<file path="config.mk">
export PLATFORM = sky130hd
export DESIGN_NAME = atoi_any_base_parser_unit_flat
export DESIGN_NICKNAME = d
export VERILOG_FILES = /design/src/rtl/atoi_pkg.sv /design/src/rtl/atoi_in_if.sv /design/src/rtl/atoi_out_if.sv /design/src/rtl/atoi_alpha.sv /design/src/rtl/atoi_parse.sv /design/src/rtl/atoi_any_base_parser_unit.sv /design/src/flat_wrapper.sv
export VERILOG_INCLUDE_DIRS = /design/src /design/src/rtl
export SDC_FILE = /design/constraint.sdc
export NUM_CORES = 2
export LEC_CHECK = 0
export BUFFER_PORTS_ARGS = -buffer_cell sky130_fd_sc_hd__buf_2
export CORE_MARGIN = 3
export CORE_UTILIZATION = 40
export DETAILED_ROUTE_END_ITERATION = 12
export GPL_ROUTABILITY_DRIVEN = 1
export PLACE_DENSITY = 0.61
export SLEW_MARGIN = 10
export SYNTH_ARGS = -nofsm -noshare
export SYNTH_HDL_FRONTEND = slang
export SYNTH_SLANG_ARGS = --single-unit
</file>
<file path="constraint.sdc">
create_clock -name clk -period 11.3 [get_ports clk]
set_input_delay 2.825 -clock clk [delete_from_list [all_inputs] [get_ports clk]]
set_output_delay 2.825 -clock clk [all_outputs]
set_load 0.01 [all_outputs]
</file>
<file path="src/rtl/atoi_any_base_parser_unit_assert.svh">
// Assertion macros for the any-radix integer parser.
// Included by atoi_any_base_parser_unit, which checks its own logic; depends on nothing else.
`ifndef ATOI_ANY_BASE_PARSER_UNIT_ASSERT_SVH
`define ATOI_ANY_BASE_PARSER_UNIT_ASSERT_SVH

`ifndef SYNTHESIS

// Property that must hold at every clock edge outside reset.
`define ATOI_ASSERT(lbl, clk, rst_n, prop) \
    lbl: assert property (@(posedge clk) disable iff (!rst_n) (prop)) \
        else $error("atoi parser check failed");

// Condition that must never be seen outside reset.
`define ATOI_ASSERT_NEVER(lbl, clk, rst_n, cond) \
    lbl: assert property (@(posedge clk) disable iff (!rst_n) !(cond)) \
        else $error("atoi parser forbidden condition seen");

`else

`define ATOI_ASSERT(lbl, clk, rst_n, prop)
`define ATOI_ASSERT_NEVER(lbl, clk, rst_n, cond)

`endif

`endif

</file>
<file path="src/rtl/atoi_pkg.sv">
// Shared types and constants for the any-radix integer parser.
// No dependencies; every other file but the assertion header refers to it by scoped names.
package atoi_pkg;

    // Field widths of the character channel.
    localparam int CMD_W       = 2;
    localparam int CHAR_W      = 8;
    localparam int ALPHA_DEPTH = 1 << CHAR_W;

    // Default width of the parsed value.
    localparam int VALUE_BITS_DEF = 32;

    // Command codes carried with every item.
    typedef enum logic [CMD_W-1:0] {
        CMD_CLEAR  = 2'd0,
        CMD_APPEND = 2'd1,
        CMD_TEXT   = 2'd2,
        CMD_UNUSED = 2'd3
    } cmd_t;

    // Character codes that the alphabet check and the text scanner use.
    localparam logic [CHAR_W-1:0] CH_NUL      = 8'd0;
    localparam logic [CHAR_W-1:0] CH_TAB      = 8'd9;
    localparam logic [CHAR_W-1:0] CH_CR       = 8'd13;
    localparam logic [CHAR_W-1:0] CH_SPACE    = 8'd32;
    localparam logic [CHAR_W-1:0] CH_PRINT_LO = 8'd33;
    localparam logic [CHAR_W-1:0] CH_PRINT_HI = 8'd126;
    localparam logic [CHAR_W-1:0] CH_PLUS     = 8'h2B;
    localparam logic [CHAR_W-1:0] CH_MINUS    = 8'h2D;

    // Radix limits.
    localparam logic [CHAR_W-1:0] RADIX_MAX = 8'd255;
    localparam logic [CHAR_W-1:0] RADIX_MIN = 8'd2;

    // Text item after the alphabet lookup, handed from the lookup stage to the parser.
    typedef struct packed {
        logic              valid;
        logic [CHAR_W-1:0] char_code;
        logic              last;
        logic              present;
        logic [CHAR_W-1:0] digit;
        logic [CHAR_W-1:0] radix;
        logic              base_valid;
    } text_item_t;

endpackage

</file>
<file path="src/rtl/atoi_in_if.sv">
// Character channel of the any-radix integer parser: valid/ready plus item fields.
// Depends on atoi_pkg for the field widths.
interface atoi_in_if;

    logic                          valid;
    logic                          ready;
    logic [atoi_pkg::CMD_W-1:0]    cmd;
    logic [atoi_pkg::CHAR_W-1:0]   char_code;
    logic                          last;

    modport source (output valid, output cmd, output char_code, output last, input ready);
    modport sink   (input valid, input cmd, input char_code, input last, output ready);

endinterface

</file>
<file path="src/rtl/atoi_out_if.sv">
// Result channel of the any-radix integer parser: valid/ready plus result fields.
// Depends on atoi_pkg for the default value width.
interface atoi_out_if #(
    parameter int VALUE_BITS = atoi_pkg::VALUE_BITS_DEF
);

    logic                         valid;
    logic                         ready;
    logic signed [VALUE_BITS-1:0] value;
    logic                         out_of_range;
    logic                         base_valid;

    modport source (output valid, output value, output out_of_range, output base_valid,
                    input ready);
    modport sink   (input valid, input value, input out_of_range, input base_valid,
                    output ready);

endinterface

</file>
<file path="src/rtl/atoi_alpha.sv">
// Alphabet store and lookup stage: presence bits, digit memory, radix and validity.
// Text items leave through a registered stage with their lookup results; uses atoi_pkg.
module atoi_alpha (
    input  logic                        clk,
    input  logic                        rst_n,
    input  logic                        acc,
    input  logic [atoi_pkg::CMD_W-1:0]  cmd,
    input  logic [atoi_pkg::CHAR_W-1:0] char_code,
    input  logic                        last,
    input  logic                        adv,
    output atoi_pkg::text_item_t        item
);

    logic [atoi_pkg::ALPHA_DEPTH-1:0] present_reg;
    logic [atoi_pkg::ALPHA_DEPTH-1:0] present_next;
    logic [atoi_pkg::CHAR_W-1:0]      radix_reg;
    logic [atoi_pkg::CHAR_W-1:0]      radix_next;
    logic                             bad_reg;
    logic                             bad_next;
    logic [atoi_pkg::CHAR_W-1:0]      digit_mem [atoi_pkg::ALPHA_DEPTH];

    logic                             s1_valid_reg;
    logic                             s1_valid_next;
    logic [atoi_pkg::CHAR_W-1:0]      s1_char_reg;
    logic                             s1_last_reg;
    logic                             s1_present_reg;
    logic [atoi_pkg::CHAR_W-1:0]      s1_digit_reg;
    logic [atoi_pkg::CHAR_W-1:0]      s1_radix_reg;
    logic                             s1_base_valid_reg;

    logic                             is_clear;
    logic                             is_append;
    logic                             is_text;
    logic                             char_present;
    logic                             printable;
    logic                             mem_wr;

    // Decode the accepted item.
    assign is_clear     = acc && (cmd == atoi_pkg::CMD_CLEAR);
    assign is_append    = acc && (cmd == atoi_pkg::CMD_APPEND);
    assign is_text      = acc && (cmd == atoi_pkg::CMD_TEXT);
    assign char_present = present_reg[char_code];
    assign printable    = (char_code >= atoi_pkg::CH_PRINT_LO)
                       && (char_code <= atoi_pkg::CH_PRINT_HI)
                       && (char_code != atoi_pkg::CH_PLUS)
                       && (char_code != atoi_pkg::CH_MINUS);

    // A first occurrence of a nonzero character gets the current radix as its digit.
    assign mem_wr = is_append && (char_code != atoi_pkg::CH_NUL) && !char_present;

    // Alphabet state update.
    always_comb
    begin
        present_next = present_reg;
        radix_next   = radix_reg;
        bad_next     = bad_reg;
        if (is_clear)
        begin
            present_next = '0;
            radix_next   = '0;
            bad_next     = 1'b0;
        end
        else if (is_append)
        begin
            if (char_code == atoi_pkg::CH_NUL)
            begin
                bad_next = 1'b1;
            end
            else
            begin
                if (!printable || char_present)
                begin
                    bad_next = 1'b1;
                end
                if (!char_present)
                begin
                    present_next[char_code] = 1'b1;
                end
                if (radix_reg != atoi_pkg::RADIX_MAX)
                begin
                    radix_next = radix_reg + 1'b1;
                end
            end
        end
    end

    // The lookup stage fills with each text item and empties when the parser takes it.
    assign s1_valid_next = is_text ? 1'b1 : (s1_valid_reg && !adv);

    always_ff @(posedge clk or negedge rst_n)
    begin
        if (!rst_n)
        begin
            present_reg  <= '0;
            radix_reg    <= '0;
            bad_reg      <= 1'b0;
            s1_valid_reg <= 1'b0;
        end
        else
        begin
            present_reg  <= present_next;
            radix_reg    <= radix_next;
            bad_reg      <= bad_next;
            s1_valid_reg <= s1_valid_next;
        end
    end

    // Digit memory with registered read, plus the payload of the lookup stage.
    always_ff @(posedge clk)
    begin
        if (mem_wr)
        begin
            digit_mem[char_code] <= radix_reg;
        end
        if (is_text)
        begin
            s1_digit_reg      <= digit_mem[char_code];
            s1_char_reg       <= char_code;
            s1_last_reg       <= last;
            s1_present_reg    <= char_present;
            s1_radix_reg      <= radix_reg;
            s1_base_valid_reg <= !bad_reg && (radix_reg >= atoi_pkg::RADIX_MIN);
        end
    end

    assign item.valid      = s1_valid_reg;
    assign item.char_code  = s1_char_reg;
    assign item.last       = s1_last_reg;
    assign item.present    = s1_present_reg;
    assign item.digit      = s1_digit_reg;
    assign item.radix      = s1_radix_reg;
    assign item.base_valid = s1_base_valid_reg;

endmodule

</file>
<file path="src/rtl/atoi_parse.sv">
// Text scanner and accumulator with the result register of the parser.
// Takes looked-up text items from atoi_alpha; uses atoi_pkg and atoi_out_if.
module atoi_parse #(
    parameter int VALUE_BITS = atoi_pkg::VALUE_BITS_DEF
) (
    input  logic                 clk,
    input  logic                 rst_n,
    input  atoi_pkg::text_item_t item,
    output logic                 adv,
    atoi_out_if.source           results
);

    localparam int SUM_W = VALUE_BITS + atoi_pkg::CHAR_W + 1;
    localparam int MUL_W = VALUE_BITS + atoi_pkg::CHAR_W;
    localparam logic [SUM_W-1:0] LIM_W = SUM_W'(1) << (VALUE_BITS - 1);

    // Scan phase of the current string.
    typedef enum logic [2:0] {
        PH_LEADING = 3'b001,
        PH_DIGITS  = 3'b010,
        PH_DONE    = 3'b100
    } phase_t;

    phase_t                  phase_reg;
    phase_t                  phase_next;
    logic                    neg_reg;
    logic                    neg_next;
    logic [VALUE_BITS-1:0]   mag_reg;
    logic [VALUE_BITS-1:0]   mag_next;
    logic                    ovf_reg;
    logic                    ovf_next;

    logic                    out_valid_reg;
    logic [VALUE_BITS-1:0]   out_value_reg;
    logic                    out_oor_reg;
    logic                    out_base_reg;

    logic                    skip_char;
    logic                    is_digit;
    logic [MUL_W-1:0]        mul;
    logic [SUM_W-1:0]        sum;
    logic                    emit;
    logic                    res_oor;
    logic [VALUE_BITS-1:0]   res_value;

    // The item moves on unless it ends a string and the result register is still full.
    assign adv  = item.valid && !(item.last && out_valid_reg && !results.ready);
    assign emit = adv && item.last;

    // Character classes.
    always_comb
    begin
        skip_char = item.char_code inside {[atoi_pkg::CH_TAB:atoi_pkg::CH_CR],
                                           atoi_pkg::CH_SPACE, atoi_pkg::CH_PLUS,
                                           atoi_pkg::CH_MINUS};
    end
    assign is_digit = item.present && (item.char_code != atoi_pkg::CH_NUL);

    // One accumulation step: magnitude times radix plus digit.
    assign mul = MUL_W'(mag_reg) * MUL_W'(item.radix);
    assign sum = SUM_W'(mul) + SUM_W'(item.digit);

    // Scan state update for the current character.
    always_comb
    begin
        phase_next = phase_reg;
        neg_next   = neg_reg;
        mag_next   = mag_reg;
        ovf_next   = ovf_reg;
        if ((phase_reg == PH_LEADING) && skip_char)
        begin
            if (item.char_code == atoi_pkg::CH_MINUS)
            begin
                neg_next = !neg_reg;
            end
        end
        else if (phase_reg != PH_DONE)
        begin
            if (is_digit)
            begin
                phase_next = PH_DIGITS;
                if (!ovf_reg)
                begin
                    if (sum > LIM_W)
                    begin
                        ovf_next = 1'b1;
                    end
                    else
                    begin
                        mag_next = sum[VALUE_BITS-1:0];
                    end
                end
            end
            else
            begin
                phase_next = PH_DONE;
            end
        end
    end

    // The magnitude never exceeds the limit, so its top bit marks exactly the limit.
    assign res_oor   = ovf_next || (!neg_next && mag_next[VALUE_BITS-1]);
    assign res_value = res_oor ? '0 : (neg_next ? (~mag_next) + VALUE_BITS'(1) : mag_next);

    // Scan state and result handshake.
    always_ff @(posedge clk or negedge rst_n)
    begin
        if (!rst_n)
        begin
            phase_reg     <= PH_LEADING;
            neg_reg       <= 1'b0;
            mag_reg       <= '0;
            ovf_reg       <= 1'b0;
            out_valid_reg <= 1'b0;
        end
        else
        begin
            if (adv)
            begin
                if (item.last)
                begin
                    phase_reg <= PH_LEADING;
                    neg_reg   <= 1'b0;
                    mag_reg   <= '0;
                    ovf_reg   <= 1'b0;
                end
                else
                begin
                    phase_reg <= phase_next;
                    neg_reg   <= neg_next;
                    mag_reg   <= mag_next;
                    ovf_reg   <= ovf_next;
                end
            end
            if (emit)
            begin
                out_valid_reg <= 1'b1;
            end
            else if (results.ready)
            begin
                out_valid_reg <= 1'b0;
            end
        end
    end

    // Result payload.
    always_ff @(posedge clk)
    begin
        if (emit)
        begin
            out_value_reg <= res_value;
            out_oor_reg   <= res_oor;
            out_base_reg  <= item.base_valid;
        end
    end

    assign results.valid        = out_valid_reg;
    assign results.value        = out_value_reg;
    assign results.out_of_range = out_oor_reg;
    assign results.base_valid   = out_base_reg;

endmodule

</file>
<file path="src/rtl/atoi_any_base_parser_unit.sv">
// Any-radix signed integer parser, one character per item. Alphabet items (clear,
// append) update a 256-entry presence bit vector, cleared at once by a clear item, and a
// 256 x 8 digit memory; the radix counts the nonzero characters appended, up to 255.
// Text items pass a lookup register, where the digit memory is read, and then the
// accumulator, where one multiply by the radix and one add update the magnitude, into a
// result register. One item is accepted every cycle, except when a last character meets
// a result register still holding an untaken result; a string's result enters the result
// register as its last character leaves the lookup register. No clearing pass runs after
// reset. Depends on atoi_pkg, atoi_in_if, atoi_out_if, atoi_alpha, atoi_parse.
`include "atoi_any_base_parser_unit_assert.svh"

module atoi_any_base_parser_unit #(
    parameter int VALUE_BITS = atoi_pkg::VALUE_BITS_DEF
) (
    input  logic       clk,
    input  logic       rst_n,
    atoi_in_if.sink    chars,
    atoi_out_if.source results
);

    atoi_pkg::text_item_t s1;
    logic                 adv;
    logic                 acc;

    // The lookup register is free when empty or when its item moves on this cycle.
    assign chars.ready = !s1.valid || adv;
    assign acc         = chars.valid && chars.ready;

    // Alphabet store and lookup stage.
    atoi_alpha u_alpha (
        .clk       (clk),
        .rst_n     (rst_n),
        .acc       (acc),
        .cmd       (chars.cmd),
        .char_code (chars.char_code),
        .last      (chars.last),
        .adv       (adv),
        .item      (s1)
    );

    // Scanner, accumulator and result register.
    atoi_parse #(
        .VALUE_BITS (VALUE_BITS)
    ) u_parse (
        .clk     (clk),
        .rst_n   (rst_n),
        .item    (s1),
        .adv     (adv),
        .results (results)
    );

    // A stalled text item stays in the lookup register.
    `ATOI_ASSERT(a_s1_hold, clk, rst_n, s1.valid && !adv |=> s1.valid)
    // An accepted text item is in the lookup register on the next cycle.
    `ATOI_ASSERT(a_text_loaded, clk, rst_n, acc && (chars.cmd == atoi_pkg::CMD_TEXT) |=> s1.valid)
    // A new result follows only a last character that moved into the accumulator.
    `ATOI_ASSERT(a_result_source, clk, rst_n, $rose(results.valid) |-> $past(adv && s1.last))
    // An out-of-range result always carries the value zero.
    `ATOI_ASSERT_NEVER(a_oor_zero, clk, rst_n, results.valid && results.out_of_range && (results.value != '0))

endmodule
</file>
<file path="src/flat_wrapper.sv">
// flat-port wrapper written by rule: the top's interface ports become plain ports
module atoi_any_base_parser_unit_flat 
#(
    parameter int VALUE_BITS = atoi_pkg::VALUE_BITS_DEF
)
  (clk, rst_n, chars_valid, chars_cmd, chars_char_code, chars_last, chars_ready, results_valid, results_value, results_out_of_range, results_base_valid, results_ready);
  atoi_in_if chars_i ();
  atoi_out_if #(.VALUE_BITS(VALUE_BITS)) results_i ();
  input  logic clk;
  input  logic rst_n;
  input wire logic [$bits(chars_i.valid)-1:0] chars_valid;
  input wire logic [$bits(chars_i.cmd)-1:0] chars_cmd;
  input wire logic [$bits(chars_i.char_code)-1:0] chars_char_code;
  input wire logic [$bits(chars_i.last)-1:0] chars_last;
  output wire logic [$bits(chars_i.ready)-1:0] chars_ready;
  output wire logic [$bits(results_i.valid)-1:0] results_valid;
  output wire logic [$bits(results_i.value)-1:0] results_value;
  output wire logic [$bits(results_i.out_of_range)-1:0] results_out_of_range;
  output wire logic [$bits(results_i.base_valid)-1:0] results_base_valid;
  input wire logic [$bits(results_i.ready)-1:0] results_ready;
  assign chars_i.valid = chars_valid;
  assign chars_i.cmd = chars_cmd;
  assign chars_i.char_code = chars_char_code;
  assign chars_i.last = chars_last;
  assign chars_ready = chars_i.ready;
  assign results_valid = results_i.valid;
  assign results_value = results_i.value;
  assign results_out_of_range = results_i.out_of_range;
  assign results_base_valid = results_i.base_valid;
  assign results_i.ready = results_ready;
  atoi_any_base_parser_unit #(.VALUE_BITS(VALUE_BITS)) u_core (.clk(clk), .rst_n(rst_n), .chars(chars_i), .results(results_i));
endmodule
</file>
==> run metrics <==
worst skew pair latency 0.89 ns; I/O Buffers 50; core box area 260000 um^2; GPL Wtd Cong 0.934; initial antenna violation count 18; power per cell area 175 nW/um^2; Bufs on Longest Clock Path 3; Post-Synth Simple-Gate Area 4.52%; TritonCTS buffer count 239; Detailed Routing Iterations Pass 1 8; adder-cell share of the synthesized area 4.67%; CP arrival 10.87 ns; Peak VDD IR 140 uV; Crit. Startpoint u_core.u_alpha.s1_radix_reg[1]$_DFFE_PP_; largest family of logic cells by synthesized area multiplexers; share of cells above drive strength 1 22.2%; WS Path Type flip-flop to flip-flop; detailed router's first-iteration violation count 6029; Worst slew margin 15.9%; critical path launch point type flip-flop; hold wc startpoint u_core.u_alpha.s1_base_valid_reg$_DFFE_PP_; status complete, no violations; endpoints failing setup 0; commonest cells after routing, fill and taps aside 2109 x edfxtp_1, 734 x mux4_2, 369 x nor2_1; Total GRT Usage 20.0%; Cells after Synth 5751; number of synthesized flops with an enable pin 2109; Crit-path slowest cell edfxtp_1; cell leakage power 42.1 nW; number of global-route vias before repair 55700; final WL 269000 um; fraction of synthesized area in multiplexers 16.1%; f_max 0.0985 GHz; Compound-Gate Fraction of Synth Area 4.15%; fin nets 6124; Routed Antenna Nets 0; Clock Skews 0.0446 ns; largest net degree at the start of global routing 223; synthesized cell area 105000 um^2; Max stage delay on crit path 0.89 ns; die height 518 um; commonest non-fill, non-tap cell in the layout edfxtp_1; GRT overflow 0; syn_area_per_cell 18.3 um^2; CTS tree built; fin crit share 89.8%; Post-CTS Setup Bufs 0; DR vias/cell 5.69; via count 54300; max reg flops 2048; Initial Util 40.3%; FFs w/ async S/R, synth 12.6%; DR DRC count 0; top_reg_cell synth edfxtp_1; max-slew violation count 0; die area 269000 um^2; detailed placer's ending HPWL 169000 um; CTS Sinks 2413; routed wire length per instance 28.2 um; Die W 518 um; HP Class flip-flop to flip-flop; RSZ-0062 raised after global routing false; Syn. warnings 0; Area growth, synth to finish 11.9%; Worst-Margin Slew 1.26 ns; CP Max Fanout 23; r2r startpoint u_core.u_alpha.s1_radix_reg[1]$_DFFE_PP_; Max-cap violations 0; Ports 51; hold-fix buffer count after cts 0; Hold Vio Cnt, Final 0; CTS resizes 0; Synth Area in XOR/XNOR 0.617%; Synth Register Bits 2413; first-pass GRT wire length 397000 um; clk slew on worst S/H paths 0.06 ns; setup_tns 0 ns; CP required 12.02 ns; min cycle time layout 10.15 ns; Root Driver clkbuf_16; number of unique standard cell types used by synthesis 96; Finished Core Util 45.1%; Core Rows 187; sequential area share after synthesis 67.6%; H-tree levels 4; crit end category flip-flop
==> critical path, delay by kind of cell, from the launching register on <==
kind | cells | cell delay, ns
mux | 1 | 0.27
compound gates | 6 | 1.54
simple gates | 12 | 4.03
buf+inv | 5 | 0.65
flops | 1 | 0.89
xor+xnor | 1 | 0.17
fa+ha+maj | 7 | 2.40
==> cells in the mapped netlist, drive strengths merged (5+ instances only) <==
library cell  instances  area share, %
a211oi               37           0.31
a21boi                7          0.050
a21o                 44           0.31
a21oi                71           0.37
a221oi                7          0.058
a22o                 16           0.13
a22oi                 7          0.050
a31oi                15           0.10
and2                210            1.3
and3                  6          0.036
and4                  7          0.058
buf                 111           0.50
clkbuf              233           0.83
dfrtp               303            7.2
edfxtp             2109             60
fa                  188            3.6
ha                   91            1.1
inv                 280            1.0
mux2                 12           0.13
mux2i                27           0.27
mux4                734             16
nand2               200           0.71
nand2b               19           0.11
nand3                39           0.19
nand3b                6          0.043
nand4                20           0.12
nor2                371            1.3
nor2b                10          0.060
nor3                 30           0.15
nor4                 16           0.12
o211ai               17           0.13
o21a                236            1.7
o21ai                88           0.42
o21bai                6          0.043
o31a                  5          0.050
o31ai                11          0.079
or2                   7          0.042
or3                  20           0.12
or4                   5          0.039
xnor2                49           0.41
xor2                 25           0.21
==> area by class of cell <==
class	instances	area, um^2
fillers	22100	143000
flip-flops and latches	2413	71000
multi-input cells	2720	31800
clock buffers	335	6650
well taps	3496	4370
repair buffers	175	1430
clock inverters	121	1280
inverters	281	1050
diodes	4	10.0
==> path summary, 6_finish.rpt <==
kind                                                             endpoint  slack (ns)  depth (start not counted)
max                        u_core.u_parse.results.value[28]$_SDFFCE_PP0P_        1.15                         32
min                           u_core.u_parse.results.base_valid$_DFFE_PP_        0.42                          0
max reg2reg                u_core.u_parse.results.value[28]$_SDFFCE_PP0P_        1.15                         32
min reg2reg                   u_core.u_parse.results.base_valid$_DFFE_PP_        0.42                          0
max in group asynchronous         u_core.u_alpha.radix_reg[4]$_DFFE_PN0P_        7.89                          2
min in group asynchronous     u_core.u_alpha.present_reg[165]$_DFFE_PN0P_        1.93                          1
==> where the power goes <==
| group | switching, W | internal, W |
|---|---|---|
| Sequential | 0.000185 | 0.00991 |
| Combinational | 0.00169 | 0.000872 |
| Clock | 0.00340 | 0.00455 |
| Total | 0.00527 | 0.0153 |
==> per-layer routing <==
layer / vias up / share of wire [%] / global-route usage [%]
met5: - / 0.0033 / 0
met4: 2 / 3.1 / 6.22
met3: 436 / 6.4 / 3.16
met2: 1973 / 49 / 32.6
met1: 29200 / 42 / 27.7
li1: 22700 / - / -
==> kinds of logic (layout without fill, tap and decap cells) <==
| group | count (synthesis) | count (layout) |
|---|---|---|
| DFF | 2413 | 2413 |
| and+or+nand+nor | 981 | 981 |
| muxes | 773 | 773 |
| buffers and inverters | 625 | 912 |
| AOI/OAI and AO/OA | 605 | 605 |
| adders and majority gates | 279 | 279 |
| xor gates and xnor gates | 74 | 74 |
| other | 1 | 12 |
==> through the flow <==
step,setup WS (ns),std cells,hold WS (ns),cell area [um^2],total power (W)
finish,1.15,9545,0.422,118000,0.0206
global route,0.483,9542,0.442,118000,0.0213
CTS,1.33,9541,0.422,118000,0.0207
detailed placement,1.38,9085,0.409,110000,0.0128
global placement,1.47,9085,0.408,110000,0.0128
floorplan,2.83,5758,0.400,105000,0.0120
Power figures use the tool's default switching activity.
